===== src/tap_pkg.sv =====
package tap_pkg;

    localparam int DW  = 32;
    localparam int PW  = 2 * DW;
    localparam int QW  = PW - 16;
    localparam int AW  = 50;
    localparam int PCW = 4;

    localparam int                     TIME_STEP_SHIFT_DEF = 10;
    localparam logic signed [DW-1:0]   INT_LIMIT_MAX_DEF   = 32'sd655360;
    localparam logic signed [DW-1:0]   INT_LIMIT_MIN_DEF   = -32'sd655360;

    localparam logic signed [DW-1:0]   ERR_MIN_RST = -32'sd102944;
    localparam logic signed [DW-1:0]   ERR_MAX_RST = 32'sd102944;

    localparam logic signed [DW-1:0]   S32_MAX = 32'sh7fff_ffff;
    localparam logic signed [DW-1:0]   S32_MIN = 32'sh8000_0000;

    localparam logic [PCW-1:0] PC_LAT_LOOP = 4'd7;

    typedef enum logic [2:0] {
        REG_ERR_MIN = 3'd0,
        REG_ERR_MAX = 3'd1,
        REG_ROLL_KR = 3'd2,
        REG_ROLL_KP = 3'd3,
        REG_ROLL_KI = 3'd4,
        REG_LAT_KR  = 3'd5,
        REG_LAT_KA  = 3'd6,
        REG_LAT_KS  = 3'd7
    } t_reg;

    typedef struct packed {
        logic signed [DW-1:0] roll_error_min;
        logic signed [DW-1:0] roll_error_max;
        logic signed [DW-1:0] roll_rate_gain;
        logic signed [DW-1:0] roll_prop_gain;
        logic signed [DW-1:0] roll_int_gain;
        logic signed [DW-1:0] lateral_rate_gain;
        logic signed [DW-1:0] lateral_accel_gain;
        logic signed [DW-1:0] lateral_output_gain;
    } t_cfg;

    typedef struct packed {
        logic signed [DW-1:0] roll_angle;
        logic signed [DW-1:0] accel_y;
        logic signed [DW-1:0] accel_z;
        logic signed [DW-1:0] roll_rate;
        logic signed [DW-1:0] pitch_rate;
        logic signed [DW-1:0] yaw_rate;
        logic signed [DW-1:0] accel_y_cmd;
        logic signed [DW-1:0] accel_z_cmd;
    } t_item;

    typedef struct packed {
        logic signed [DW-1:0] roll_deflection;
        logic signed [DW-1:0] pitch_deflection;
        logic signed [DW-1:0] yaw_deflection;
        logic                 integrator_limited;
    } t_result;

    typedef enum logic [2:0] {
        MUL_NONE,
        MUL_KR_P,
        MUL_KP_DAMP,
        MUL_KI_INTEG,
        MUL_LKR_RATE,
        MUL_LKA_ACC,
        MUL_LKS_ERR
    } t_mul;

    typedef enum logic [2:0] {
        ACC_HOLD,
        ACC_LOAD_LIM,
        ACC_LOAD_CMD,
        ACC_CLEAR,
        ACC_ADD,
        ACC_SUB
    } t_acc;

    typedef enum logic [2:0] {
        WR_NONE,
        WR_DAMPED,
        WR_INTEG,
        WR_ROLL,
        WR_ERR,
        WR_LAT
    } t_wr;

    typedef enum logic [1:0] {
        SEQ_NEXT,
        SEQ_LOOP,
        SEQ_END
    } t_seq;

    typedef struct packed {
        t_mul           mul;
        t_acc           acc;
        t_wr            wr;
        t_seq           seq;
        logic [PCW-1:0] target;
    } t_uop;

    typedef enum logic {
        ST_IDLE,
        ST_RUN
    } t_state;

    localparam t_uop UOP_NOP = '{mul: MUL_NONE, acc: ACC_HOLD, wr: WR_NONE,
                                 seq: SEQ_NEXT, target: '0};

    function automatic t_uop mk(input t_mul m, input t_acc a, input t_wr w,
                                input t_seq s);
        t_uop u;
        u.mul    = m;
        u.acc    = a;
        u.wr     = w;
        u.seq    = s;
        u.target = PC_LAT_LOOP;
        return u;
    endfunction

    // microcode: roll in steps 0-6, lateral loop 7-13 run once per axis
    function automatic t_uop tap_rom(input logic [PCW-1:0] pc);
        t_uop u;
        case (pc)
            4'd0:    u = mk(MUL_KR_P,     ACC_LOAD_LIM, WR_NONE,   SEQ_NEXT);
            4'd1:    u = mk(MUL_NONE,     ACC_SUB,      WR_NONE,   SEQ_NEXT);
            4'd2:    u = mk(MUL_NONE,     ACC_HOLD,     WR_DAMPED, SEQ_NEXT);
            4'd3:    u = mk(MUL_KP_DAMP,  ACC_CLEAR,    WR_INTEG,  SEQ_NEXT);
            4'd4:    u = mk(MUL_KI_INTEG, ACC_ADD,      WR_NONE,   SEQ_NEXT);
            4'd5:    u = mk(MUL_NONE,     ACC_ADD,      WR_NONE,   SEQ_NEXT);
            4'd6:    u = mk(MUL_NONE,     ACC_HOLD,     WR_ROLL,   SEQ_NEXT);
            4'd7:    u = mk(MUL_LKR_RATE, ACC_LOAD_CMD, WR_NONE,   SEQ_NEXT);
            4'd8:    u = mk(MUL_LKA_ACC,  ACC_SUB,      WR_NONE,   SEQ_NEXT);
            4'd9:    u = mk(MUL_NONE,     ACC_SUB,      WR_NONE,   SEQ_NEXT);
            4'd10:   u = mk(MUL_NONE,     ACC_HOLD,     WR_ERR,    SEQ_NEXT);
            4'd11:   u = mk(MUL_LKS_ERR,  ACC_CLEAR,    WR_NONE,   SEQ_NEXT);
            4'd12:   u = mk(MUL_NONE,     ACC_ADD,      WR_NONE,   SEQ_NEXT);
            4'd13:   u = mk(MUL_NONE,     ACC_HOLD,     WR_LAT,    SEQ_LOOP);
            default: u = mk(MUL_NONE,     ACC_HOLD,     WR_NONE,   SEQ_END);
        endcase
        return u;
    endfunction

    function automatic logic signed [DW-1:0] sat32(input logic signed [AW-1:0] x);
        logic signed [AW-1:0] hi;
        logic signed [AW-1:0] lo;
        hi = {{(AW-DW){1'b0}}, S32_MAX};
        lo = {{(AW-DW){1'b1}}, S32_MIN};
        if (x > hi) begin
            return S32_MAX;
        end else if (x < lo) begin
            return S32_MIN;
        end
        return x[DW-1:0];
    endfunction

endpackage


===== src/tap_datapath.sv =====
module tap_datapath #(
    parameter int                   TIME_STEP_SHIFT = tap_pkg::TIME_STEP_SHIFT_DEF,
    parameter logic signed [31:0]   INT_LIMIT_MAX   = tap_pkg::INT_LIMIT_MAX_DEF,
    parameter logic signed [31:0]   INT_LIMIT_MIN   = tap_pkg::INT_LIMIT_MIN_DEF
) (
    input  logic              i_clk,
    input  logic              i_rst_n,
    input  logic              i_load,
    input  tap_pkg::t_item    i_item,
    input  tap_pkg::t_cfg     i_cfg,
    input  tap_pkg::t_uop     i_uop,
    input  logic              i_axis,
    output tap_pkg::t_result  o_result
);

    localparam int DW = tap_pkg::DW;
    localparam int PW = tap_pkg::PW;
    localparam int QW = tap_pkg::QW;
    localparam int AW = tap_pkg::AW;

    tap_pkg::t_item          r_item;
    logic signed [PW-1:0]    r_prod;
    logic signed [AW-1:0]    r_acc;
    logic signed [DW-1:0]    r_damped;
    logic signed [DW-1:0]    r_err;
    logic signed [DW-1:0]    r_integ;
    logic signed [DW-1:0]    r_roll;
    logic signed [DW-1:0]    r_pitch;
    logic signed [DW-1:0]    r_yaw;
    logic                    r_limited;

    logic signed [AW-1:0]    n_acc;
    logic signed [DW-1:0]    w_err;
    logic signed [DW-1:0]    w_lim;
    logic signed [DW-1:0]    w_mul_a;
    logic signed [DW-1:0]    w_mul_b;
    logic signed [PW-1:0]    w_prod;
    logic signed [QW-1:0]    w_pq;
    logic signed [AW-1:0]    w_pq_ext;
    logic signed [DW-1:0]    w_cmd;
    logic signed [DW-1:0]    w_sat;
    logic signed [DW-1:0]    w_inc;
    logic signed [DW:0]      w_sum;
    logic signed [DW:0]      w_imax;
    logic signed [DW:0]      w_imin;

    always_comb begin
        w_err = (r_item.roll_angle == tap_pkg::S32_MIN) ? tap_pkg::S32_MAX
                                                        : -r_item.roll_angle;
        if ($signed(w_err) < $signed(i_cfg.roll_error_min)) begin
            w_lim = i_cfg.roll_error_min;
        end else if ($signed(w_err) > $signed(i_cfg.roll_error_max)) begin
            w_lim = i_cfg.roll_error_max;
        end else begin
            w_lim = w_err;
        end
    end

    always_comb begin
        case (i_uop.mul)
            tap_pkg::MUL_KR_P: begin
                w_mul_a = i_cfg.roll_rate_gain;
                w_mul_b = r_item.roll_rate;
            end
            tap_pkg::MUL_KP_DAMP: begin
                w_mul_a = i_cfg.roll_prop_gain;
                w_mul_b = r_damped;
            end
            tap_pkg::MUL_KI_INTEG: begin
                w_mul_a = i_cfg.roll_int_gain;
                w_mul_b = r_integ;
            end
            tap_pkg::MUL_LKR_RATE: begin
                w_mul_a = i_cfg.lateral_rate_gain;
                w_mul_b = i_axis ? r_item.yaw_rate : r_item.pitch_rate;
            end
            tap_pkg::MUL_LKA_ACC: begin
                w_mul_a = i_cfg.lateral_accel_gain;
                w_mul_b = i_axis ? r_item.accel_z : r_item.accel_y;
            end
            tap_pkg::MUL_LKS_ERR: begin
                w_mul_a = i_cfg.lateral_output_gain;
                w_mul_b = r_err;
            end
            default: begin
                w_mul_a = '0;
                w_mul_b = '0;
            end
        endcase
    end

    assign w_prod   = $signed(w_mul_a) * $signed(w_mul_b);
    assign w_pq     = $signed(r_prod[PW-1:16]);
    assign w_pq_ext = {{(AW-QW){w_pq[QW-1]}}, w_pq};
    assign w_cmd    = i_axis ? r_item.accel_z_cmd : r_item.accel_y_cmd;
    assign w_sat    = tap_pkg::sat32(r_acc);

    always_comb begin
        case (i_uop.acc)
            tap_pkg::ACC_LOAD_LIM: n_acc = {{(AW-DW){w_lim[DW-1]}}, w_lim};
            tap_pkg::ACC_LOAD_CMD: n_acc = {{(AW-DW){w_cmd[DW-1]}}, w_cmd};
            tap_pkg::ACC_CLEAR:    n_acc = '0;
            tap_pkg::ACC_ADD:      n_acc = r_acc + w_pq_ext;
            tap_pkg::ACC_SUB:      n_acc = r_acc - w_pq_ext;
            default:               n_acc = r_acc;
        endcase
    end

    assign w_inc  = $signed(r_damped) >>> TIME_STEP_SHIFT;
    assign w_sum  = {r_integ[DW-1], r_integ} + {w_inc[DW-1], w_inc};
    assign w_imax = {INT_LIMIT_MAX[DW-1], INT_LIMIT_MAX};
    assign w_imin = {INT_LIMIT_MIN[DW-1], INT_LIMIT_MIN};

    always_ff @(posedge i_clk) begin
        if (i_load) begin
            r_item <= i_item;
        end
        r_prod <= w_prod;
        r_acc  <= n_acc;
        case (i_uop.wr)
            tap_pkg::WR_DAMPED: r_damped <= w_sat;
            tap_pkg::WR_ROLL:   r_roll   <= w_sat;
            tap_pkg::WR_ERR:    r_err    <= w_sat;
            tap_pkg::WR_LAT: begin
                if (i_axis) begin
                    r_yaw <= w_sat;
                end else begin
                    r_pitch <= w_sat;
                end
            end
            default: ;
        endcase
    end

    always_ff @(posedge i_clk) begin
        if (!i_rst_n) begin
            r_integ   <= '0;
            r_limited <= 1'b0;
        end else if (i_uop.wr == tap_pkg::WR_INTEG) begin
            if ($signed(w_sum) > $signed(w_imax)) begin
                r_integ   <= INT_LIMIT_MAX;
                r_limited <= 1'b1;
            end else if ($signed(w_sum) < $signed(w_imin)) begin
                r_integ   <= INT_LIMIT_MIN;
                r_limited <= 1'b1;
            end else begin
                r_integ   <= w_sum[DW-1:0];
                r_limited <= 1'b0;
            end
        end
    end

    assign o_result.roll_deflection    = r_roll;
    assign o_result.pitch_deflection   = r_pitch;
    assign o_result.yaw_deflection     = r_yaw;
    assign o_result.integrator_limited = r_limited;

`ifndef ASSERT_OFF
    a_integ_window: assert property (@(posedge i_clk) disable iff (!i_rst_n)
        ($signed(r_integ) <= $signed(INT_LIMIT_MAX))
        && ($signed(r_integ) >= $signed(INT_LIMIT_MIN)))
        else $error("roll integrator outside its limits");
`endif

endmodule


===== src/three_axis_autopilot_step.sv =====
// channel | direction | handshake               | word
// in      | input     | i_in_valid / o_in_stall   | eight Q16.16 sensor and command fields
// out     | output    | o_out_valid / i_out_stall | roll, pitch, yaw deflection, limit flag
// cfg     | input     | i_cfg_valid / o_cfg_ready | register index, 32-bit data
//
// One word runs the idle state and then 22 microcode steps, set by the single
// shared 32x32 multiplier (nine products per word, one step each) and its accumulator.
// The input is stalled while the program runs; a finished word waits in the output
// register, so the next input word is taken while the previous result is still stalled.
// Synchronous active-low reset clears the sequencer and the roll integrator and
// restores the config defaults.
module three_axis_autopilot_step #(
    parameter int                   TIME_STEP_SHIFT = tap_pkg::TIME_STEP_SHIFT_DEF,
    parameter logic signed [31:0]   INT_LIMIT_MAX   = tap_pkg::INT_LIMIT_MAX_DEF,
    parameter logic signed [31:0]   INT_LIMIT_MIN   = tap_pkg::INT_LIMIT_MIN_DEF
) (
    input  logic               i_clk,
    input  logic               i_rst_n,

    input  logic               i_in_valid,
    output logic               o_in_stall,
    input  logic signed [31:0] i_roll_angle,
    input  logic signed [31:0] i_accel_y,
    input  logic signed [31:0] i_accel_z,
    input  logic signed [31:0] i_roll_rate,
    input  logic signed [31:0] i_pitch_rate,
    input  logic signed [31:0] i_yaw_rate,
    input  logic signed [31:0] i_accel_y_cmd,
    input  logic signed [31:0] i_accel_z_cmd,

    output logic               o_out_valid,
    input  logic               i_out_stall,
    output logic signed [31:0] o_roll_deflection,
    output logic signed [31:0] o_pitch_deflection,
    output logic signed [31:0] o_yaw_deflection,
    output logic               o_integrator_limited,

    input  logic               i_cfg_valid,
    output logic               o_cfg_ready,
    input  logic [2:0]         i_cfg_index,
    input  logic signed [31:0] i_cfg_data
);

    localparam int PCW = tap_pkg::PCW;

    tap_pkg::t_state    r_state;
    tap_pkg::t_state    n_state;
    logic [PCW-1:0]     r_pc;
    logic [PCW-1:0]     n_pc;
    logic               r_axis;
    logic               n_axis;
    logic               r_out_valid;
    tap_pkg::t_result   r_out;
    tap_pkg::t_cfg      r_cfg;

    logic               w_in_accept;
    logic               w_out_load;
    tap_pkg::t_uop      w_rom;
    tap_pkg::t_uop      w_uop;
    tap_pkg::t_item     w_item;
    tap_pkg::t_result   w_result;

    assign o_cfg_ready = 1'b1;

    always_ff @(posedge i_clk) begin
        if (!i_rst_n) begin
            r_cfg.roll_error_min      <= tap_pkg::ERR_MIN_RST;
            r_cfg.roll_error_max      <= tap_pkg::ERR_MAX_RST;
            r_cfg.roll_rate_gain      <= '0;
            r_cfg.roll_prop_gain      <= '0;
            r_cfg.roll_int_gain       <= '0;
            r_cfg.lateral_rate_gain   <= '0;
            r_cfg.lateral_accel_gain  <= '0;
            r_cfg.lateral_output_gain <= '0;
        end else if (i_cfg_valid && o_cfg_ready) begin
            case (tap_pkg::t_reg'(i_cfg_index))
                tap_pkg::REG_ERR_MIN: r_cfg.roll_error_min      <= i_cfg_data;
                tap_pkg::REG_ERR_MAX: r_cfg.roll_error_max      <= i_cfg_data;
                tap_pkg::REG_ROLL_KR: r_cfg.roll_rate_gain      <= i_cfg_data;
                tap_pkg::REG_ROLL_KP: r_cfg.roll_prop_gain      <= i_cfg_data;
                tap_pkg::REG_ROLL_KI: r_cfg.roll_int_gain       <= i_cfg_data;
                tap_pkg::REG_LAT_KR:  r_cfg.lateral_rate_gain   <= i_cfg_data;
                tap_pkg::REG_LAT_KA:  r_cfg.lateral_accel_gain  <= i_cfg_data;
                tap_pkg::REG_LAT_KS:  r_cfg.lateral_output_gain <= i_cfg_data;
                default: ;
            endcase
        end
    end

    assign o_in_stall  = (r_state != tap_pkg::ST_IDLE);
    assign w_in_accept = i_in_valid && !o_in_stall;
    assign w_rom       = tap_pkg::tap_rom(r_pc);
    assign w_uop       = (r_state == tap_pkg::ST_RUN) ? w_rom : tap_pkg::UOP_NOP;

    always_comb begin
        n_state    = r_state;
        n_pc       = r_pc;
        n_axis     = r_axis;
        w_out_load = 1'b0;
        case (r_state)
            tap_pkg::ST_IDLE: begin
                if (w_in_accept) begin
                    n_state = tap_pkg::ST_RUN;
                    n_pc    = '0;
                    n_axis  = 1'b0;
                end
            end
            tap_pkg::ST_RUN: begin
                case (w_rom.seq)
                    tap_pkg::SEQ_LOOP: begin
                        if (!r_axis) begin
                            n_pc   = w_rom.target;
                            n_axis = 1'b1;
                        end else begin
                            n_pc = r_pc + 1'b1;
                        end
                    end
                    tap_pkg::SEQ_END: begin
                        if (!r_out_valid || !i_out_stall) begin
                            w_out_load = 1'b1;
                            n_state    = tap_pkg::ST_IDLE;
                        end
                    end
                    default: n_pc = r_pc + 1'b1;
                endcase
            end
            default: n_state = tap_pkg::ST_IDLE;
        endcase
    end

    always_ff @(posedge i_clk) begin
        if (!i_rst_n) begin
            r_state     <= tap_pkg::ST_IDLE;
            r_pc        <= '0;
            r_axis      <= 1'b0;
            r_out_valid <= 1'b0;
        end else begin
            r_state <= n_state;
            r_pc    <= n_pc;
            r_axis  <= n_axis;
            if (w_out_load) begin
                r_out_valid <= 1'b1;
            end else if (!i_out_stall) begin
                r_out_valid <= 1'b0;
            end
        end
    end

    always_ff @(posedge i_clk) begin
        if (w_out_load) begin
            r_out <= w_result;
        end
    end

    assign w_item.roll_angle  = i_roll_angle;
    assign w_item.accel_y     = i_accel_y;
    assign w_item.accel_z     = i_accel_z;
    assign w_item.roll_rate   = i_roll_rate;
    assign w_item.pitch_rate  = i_pitch_rate;
    assign w_item.yaw_rate    = i_yaw_rate;
    assign w_item.accel_y_cmd = i_accel_y_cmd;
    assign w_item.accel_z_cmd = i_accel_z_cmd;

    tap_datapath #(
        .TIME_STEP_SHIFT (TIME_STEP_SHIFT),
        .INT_LIMIT_MAX   (INT_LIMIT_MAX),
        .INT_LIMIT_MIN   (INT_LIMIT_MIN)
    ) u_datapath (
        .i_clk    (i_clk),
        .i_rst_n  (i_rst_n),
        .i_load   (w_in_accept),
        .i_item   (w_item),
        .i_cfg    (r_cfg),
        .i_uop    (w_uop),
        .i_axis   (r_axis),
        .o_result (w_result)
    );

    assign o_out_valid          = r_out_valid;
    assign o_roll_deflection    = r_out.roll_deflection;
    assign o_pitch_deflection   = r_out.pitch_deflection;
    assign o_yaw_deflection     = r_out.yaw_deflection;
    assign o_integrator_limited = r_out.integrator_limited;

`ifndef ASSERT_OFF
    a_accept_starts: assert property (@(posedge i_clk) disable iff (!i_rst_n)
        w_in_accept |=> (r_state == tap_pkg::ST_RUN) && (r_pc == '0) && !r_axis)
        else $error("accepted word did not start the program");
    a_result_from_run: assert property (@(posedge i_clk) disable iff (!i_rst_n)
        w_out_load |-> (r_state == tap_pkg::ST_RUN) && r_axis)
        else $error("result loaded before both lateral passes");
    a_loop_once: assert property (@(posedge i_clk) disable iff (!i_rst_n)
        ((r_state == tap_pkg::ST_RUN) && (w_rom.seq == tap_pkg::SEQ_LOOP) && !r_axis)
        |=> (r_pc == tap_pkg::PC_LAT_LOOP) && r_axis)
        else $error("lateral loop did not rerun for yaw");
`endif

endmodule

===== config.mk =====
export PLATFORM = sky130hd
export DESIGN_NAME = three_axis_autopilot_step
export DESIGN_NICKNAME = d
export VERILOG_FILES = /design/src/tap_pkg.sv /design/src/tap_datapath.sv /design/src/three_axis_autopilot_step.sv
export SDC_FILE = /design/constraint.sdc
export NUM_CORES = 2
export LEC_CHECK = 0
export BUFFER_PORTS_ARGS = -buffer_cell sky130_fd_sc_hd__buf_4
export CAP_MARGIN = 20
export CORE_AREA = 3 3 440 442
export CTS_CLUSTER_SIZE = 14
export DETAILED_ROUTE_END_ITERATION = 8
export DIE_AREA = 0 0 443 445
export PLACE_DENSITY = 0.58
export SYNTH_ARGS = -nofsm -noshare
export SYNTH_HDL_FRONTEND = slang
export SYNTH_SLANG_ARGS = --single-unit

===== constraint.sdc =====
create_clock -name i_clk -period 14.2 [get_ports i_clk]
set_clock_uncertainty 0.2 [all_clocks]
set_input_delay 0.71 -clock i_clk [delete_from_list [all_inputs] [get_ports i_clk]]
set_output_delay 0.71 -clock i_clk [all_outputs]
set_load 0.1 [all_outputs]

==> summary.txt <==
FF/Latch Area: 0.0240 sq mm
CP max FO: 46
RSZ-0062 raised after global routing: no
post-synth cell types: 96
total CTS buffers: 100
area leader, netlist: fa_1
Setup-failing EPs final: 0
CP Launch Type: flip-flop
max cap viols: 0
syn nets: 9376
Cells after Synth: 7666
number of cells upsized or downsized after cts: 0
GR Util All Layers: 0.272
Clock Latency Late Sink: 0.76 ns
clock sinks: 918
Die W: 443 um
hold buffers post-CTS: 252
TNS Setup: 0 ns
global-route wire length before repair: 398000 um
CTS root buffer: clkbuf_16
Hold EP: u_datapath.r_item[149]
reg2reg start: r_axis
Flop pwr share: 0.429
Post-synth ARST share: 0
slew margin rel.: 0.0753
Sw Pwr: 2.08 mW
most used cell, CP: fa_1
synthesized cell area: 0.0758 sq mm
Vias: 58400
CTS tree: yes
min-delay src: i_roll_rate[21]
Fillers: 17600
Peak supply drop: 0.000109 V
Avg Cell Area, Syn: 9.89 sq um
Die ar.: 0.197 sq mm
Placer Congestion: 0.968
Synth top area share: 0.286
WL final: 268000 um
final routed DRC violation total: 0
Slew Viols, Final: 0
CORE AREA: 0.190 sq mm
fin crit share: 0.789
share of cells above drive strength 1: 0.0948
antenna-violating nets left: 0
Ys Warns: 0
Initial Util: 0.399
hold path cells: 1
Leak Pwr: 37.9 nW
endpoints failing hold: 0
GRT overflow: 0
Pwr Density: 80.0 mW/mm^2
postcts setup bufs: 0
slowest cell on the critical path: a221oi_1
reg2reg end: u_datapath.r_prod[48]
R2R depth: 30
worst path arrival time: 11.69 ns
hpwl dp: 200000 um
Tightest Hold Check Type: input pin to flip-flop
clock group share of total power: 0.376
min cycle time layout: 11.20 ns
number of synthesized flops with an enable pin: 563
H-tree depth: 3
area delta synth->final: 15.6%
DRT Pass-1 Iters: 5
Iter 0 DRT Violations: 5847
clk slew on worst S/H paths: 0.06 ns
worst slew pin tran: 1.39 ns
sequential element share of the synthesized area: 0.317
vias per inst: 5.44
# IOs: 396
Int Pwr: 4.93 mW
fmax: 89.3 MHz
dominant cells by area after synthesis: fa_1 29%, edfxtp_1 22%, dfxtp_1 9.4%
initial antenna violation count: 32
Critical Path End Type: flip-flop
largest net degree at the start of global routing: 109
DIE HEIGHT: 445 um
multi-input logic area: 0.0462 sq mm
vias in the first global route: 60000
routed len/inst: 25.0 um
standard-cell rows: 160
Crit Path Class: flip-flop to flip-flop
net switching fraction of the power: 0.297
Worst Setup SP: r_axis
CP max stage delay: 1.04 ns
CTS max path bufs: 3
Yosys reg bits: 918
outcome: completed
Top FF cell, synth: edfxtp_1
worst path required time: 14.69 ns
Nets: 9847
Pwr Total: 7.01 mW
IO Port Bufs: 394
Comb pwr share: 0.195
r2r setup slk: 3.00 ns
-- logic make-up after synthesis --
kind of cell,share of synthesized area
simple gates,0.128
buf+inv,0.0793
fa+ha+maj,0.341
compound gates,0.0943
flops,0.317
xor+xnor,0.0234
mux,0.0176
other cells,0.0000495
-- per-stage QoR --
stage | area (sq um) | hold slack [ns] | cells | setup slack [ns] | util
floorplan | 75800 | 0.200 | 7666 | 4.07 | -
global placement | 81700 | 0.201 | 10300 | 3.14 | 0.430
detailed placement | 81700 | 0.205 | 10300 | 3.02 | 0.430
CTS | 87600 | 0.00879 | 10700 | 3.01 | 0.461
global route | 87600 | 0.00655 | 10700 | 2.65 | 0.461
finish | 87600 | 0.0416 | 10700 | 3.00 | 0.461
-- power by group through the flow --
stage	Clock, mW	Sequential [mW]	Combinational (mW)
global route	2.77	3.02	1.47
global placement	0	3.07	1.26
CTS	2.66	3.01	1.34
floorplan	0	3.05	0.817
detailed placement	0	3.07	1.27
finish	2.64	3.01	1.36
-- sequential cells by signal, indices dropped and copies added, names as in the netlist, 48 cells and up --
register,flops
r_cfg,256
u_datapath.r_acc,50
u_datapath.r_item,256
u_datapath.r_prod,48
-- cell usage in the layout, fill, tap and decap left out, types with 11 or more instances in the layout --
cell / instances
o21bai_1: 17
nand2_1: 1263
o22ai_1: 32
ha_1: 331
inv_1: 1169
o31ai_1: 19
o21ai_0: 108
a211oi_1: 12
a21oi_1: 426
o21a_1: 35
nand3b_1: 11
nor4_1: 13
xnor2_1: 125
and3_1: 45
buf_4: 525
diode_2: 15
a31oi_1: 24
or3_1: 13
a22oi_1: 113
dlygate4sd3_1: 252
nand3_1: 78
clkbuf_16: 101
a221oi_1: 16
and2_1: 27
fa_1: 1083
nand4_1: 41
xor2_1: 78
edfxtp_1: 563
a21o_1: 127
mux2i_1: 131
clkbuf_1: 29
o211ai_1: 37
nor2b_1: 24
nor2_1: 613
nor3_1: 52
dfxtp_1: 354
nand2b_1: 50
clkbuf_8: 12
o221ai_1: 26
-- critical path: cells and delay by family (launching register included) --
kind	cells	cell delay [ns]
AND/OR/NAND/NOR	4	0.42
flip-flops	1	0.59
buffers and inverters	5	1.21
AO/OA/AOI/OAI	10	3.81
XOR/XNOR	1	0.13
multiplexers	1	0.36
adder cells (fa/ha/maj)	9	4.34
-- layout make-up --
class                   instances  share of cell area
multi-input cells            5166               0.527
clock inverters                41             0.00570
flip-flops and latches        918               0.274
repair buffers                779              0.0742
diodes                         15            0.000428
inverters                    1172              0.0503
well taps                    2511              0.0359
clock buffers                 143              0.0320
-- Yosys cell counts (11+ instances only) --
cell type	instances
edfxtp_1	563
mux2i_1	131
o21bai_1	17
o221ai_1	26
xor2_1	78
o31ai_1	20
o211ai_1	37
a21oi_1	427
clkbuf_2	31
o21a_1	35
inv_1	1170
nor4_1	15
and2_1	28
a221oi_1	25
o21ai_0	110
and3_1	54
a21o_1	127
nand2b_1	50
nor2_1	620
or3_1	13
nor3_1	57
dfxtp_1	355
xnor2_1	125
nand3b_1	11
ha_1	331
fa_1	1083
buf_1	31
nand2_1	1264
a31oi_1	24
clkbuf_1	336
o22ai_1	32
nand3_1	86
nand4_1	41
nor2b_1	24
a211oi_1	15
a22oi_1	113
-- how the worst max path moves through the flow --
stage | endpoint | slack, ns | depth (start not counted)
5_1_grt | u_datapath.r_prod[61] | 2.65 | 25
3_3_place_gp | u_datapath.r_prod[63] | 3.14 | 25
2_1_floorplan | u_datapath.r_prod[57] | 4.07 | 35
6_report | u_datapath.r_prod[48] | 3.00 | 30
4_1_cts | u_datapath.r_prod[61] | 3.01 | 25
3_5_place_dp | u_datapath.r_prod[63] | 3.02 | 25
-- metal layers --
layer,GRT usage,wire [um],vias up
met3,0.0533,24200,541
met4,0.112,12500,6
met5,0,45,-
met1,0.367,109000,29600
met2,0.431,123000,2733
li1,-,-,25600
Note: power is estimated with default switching activity, not from simulation.
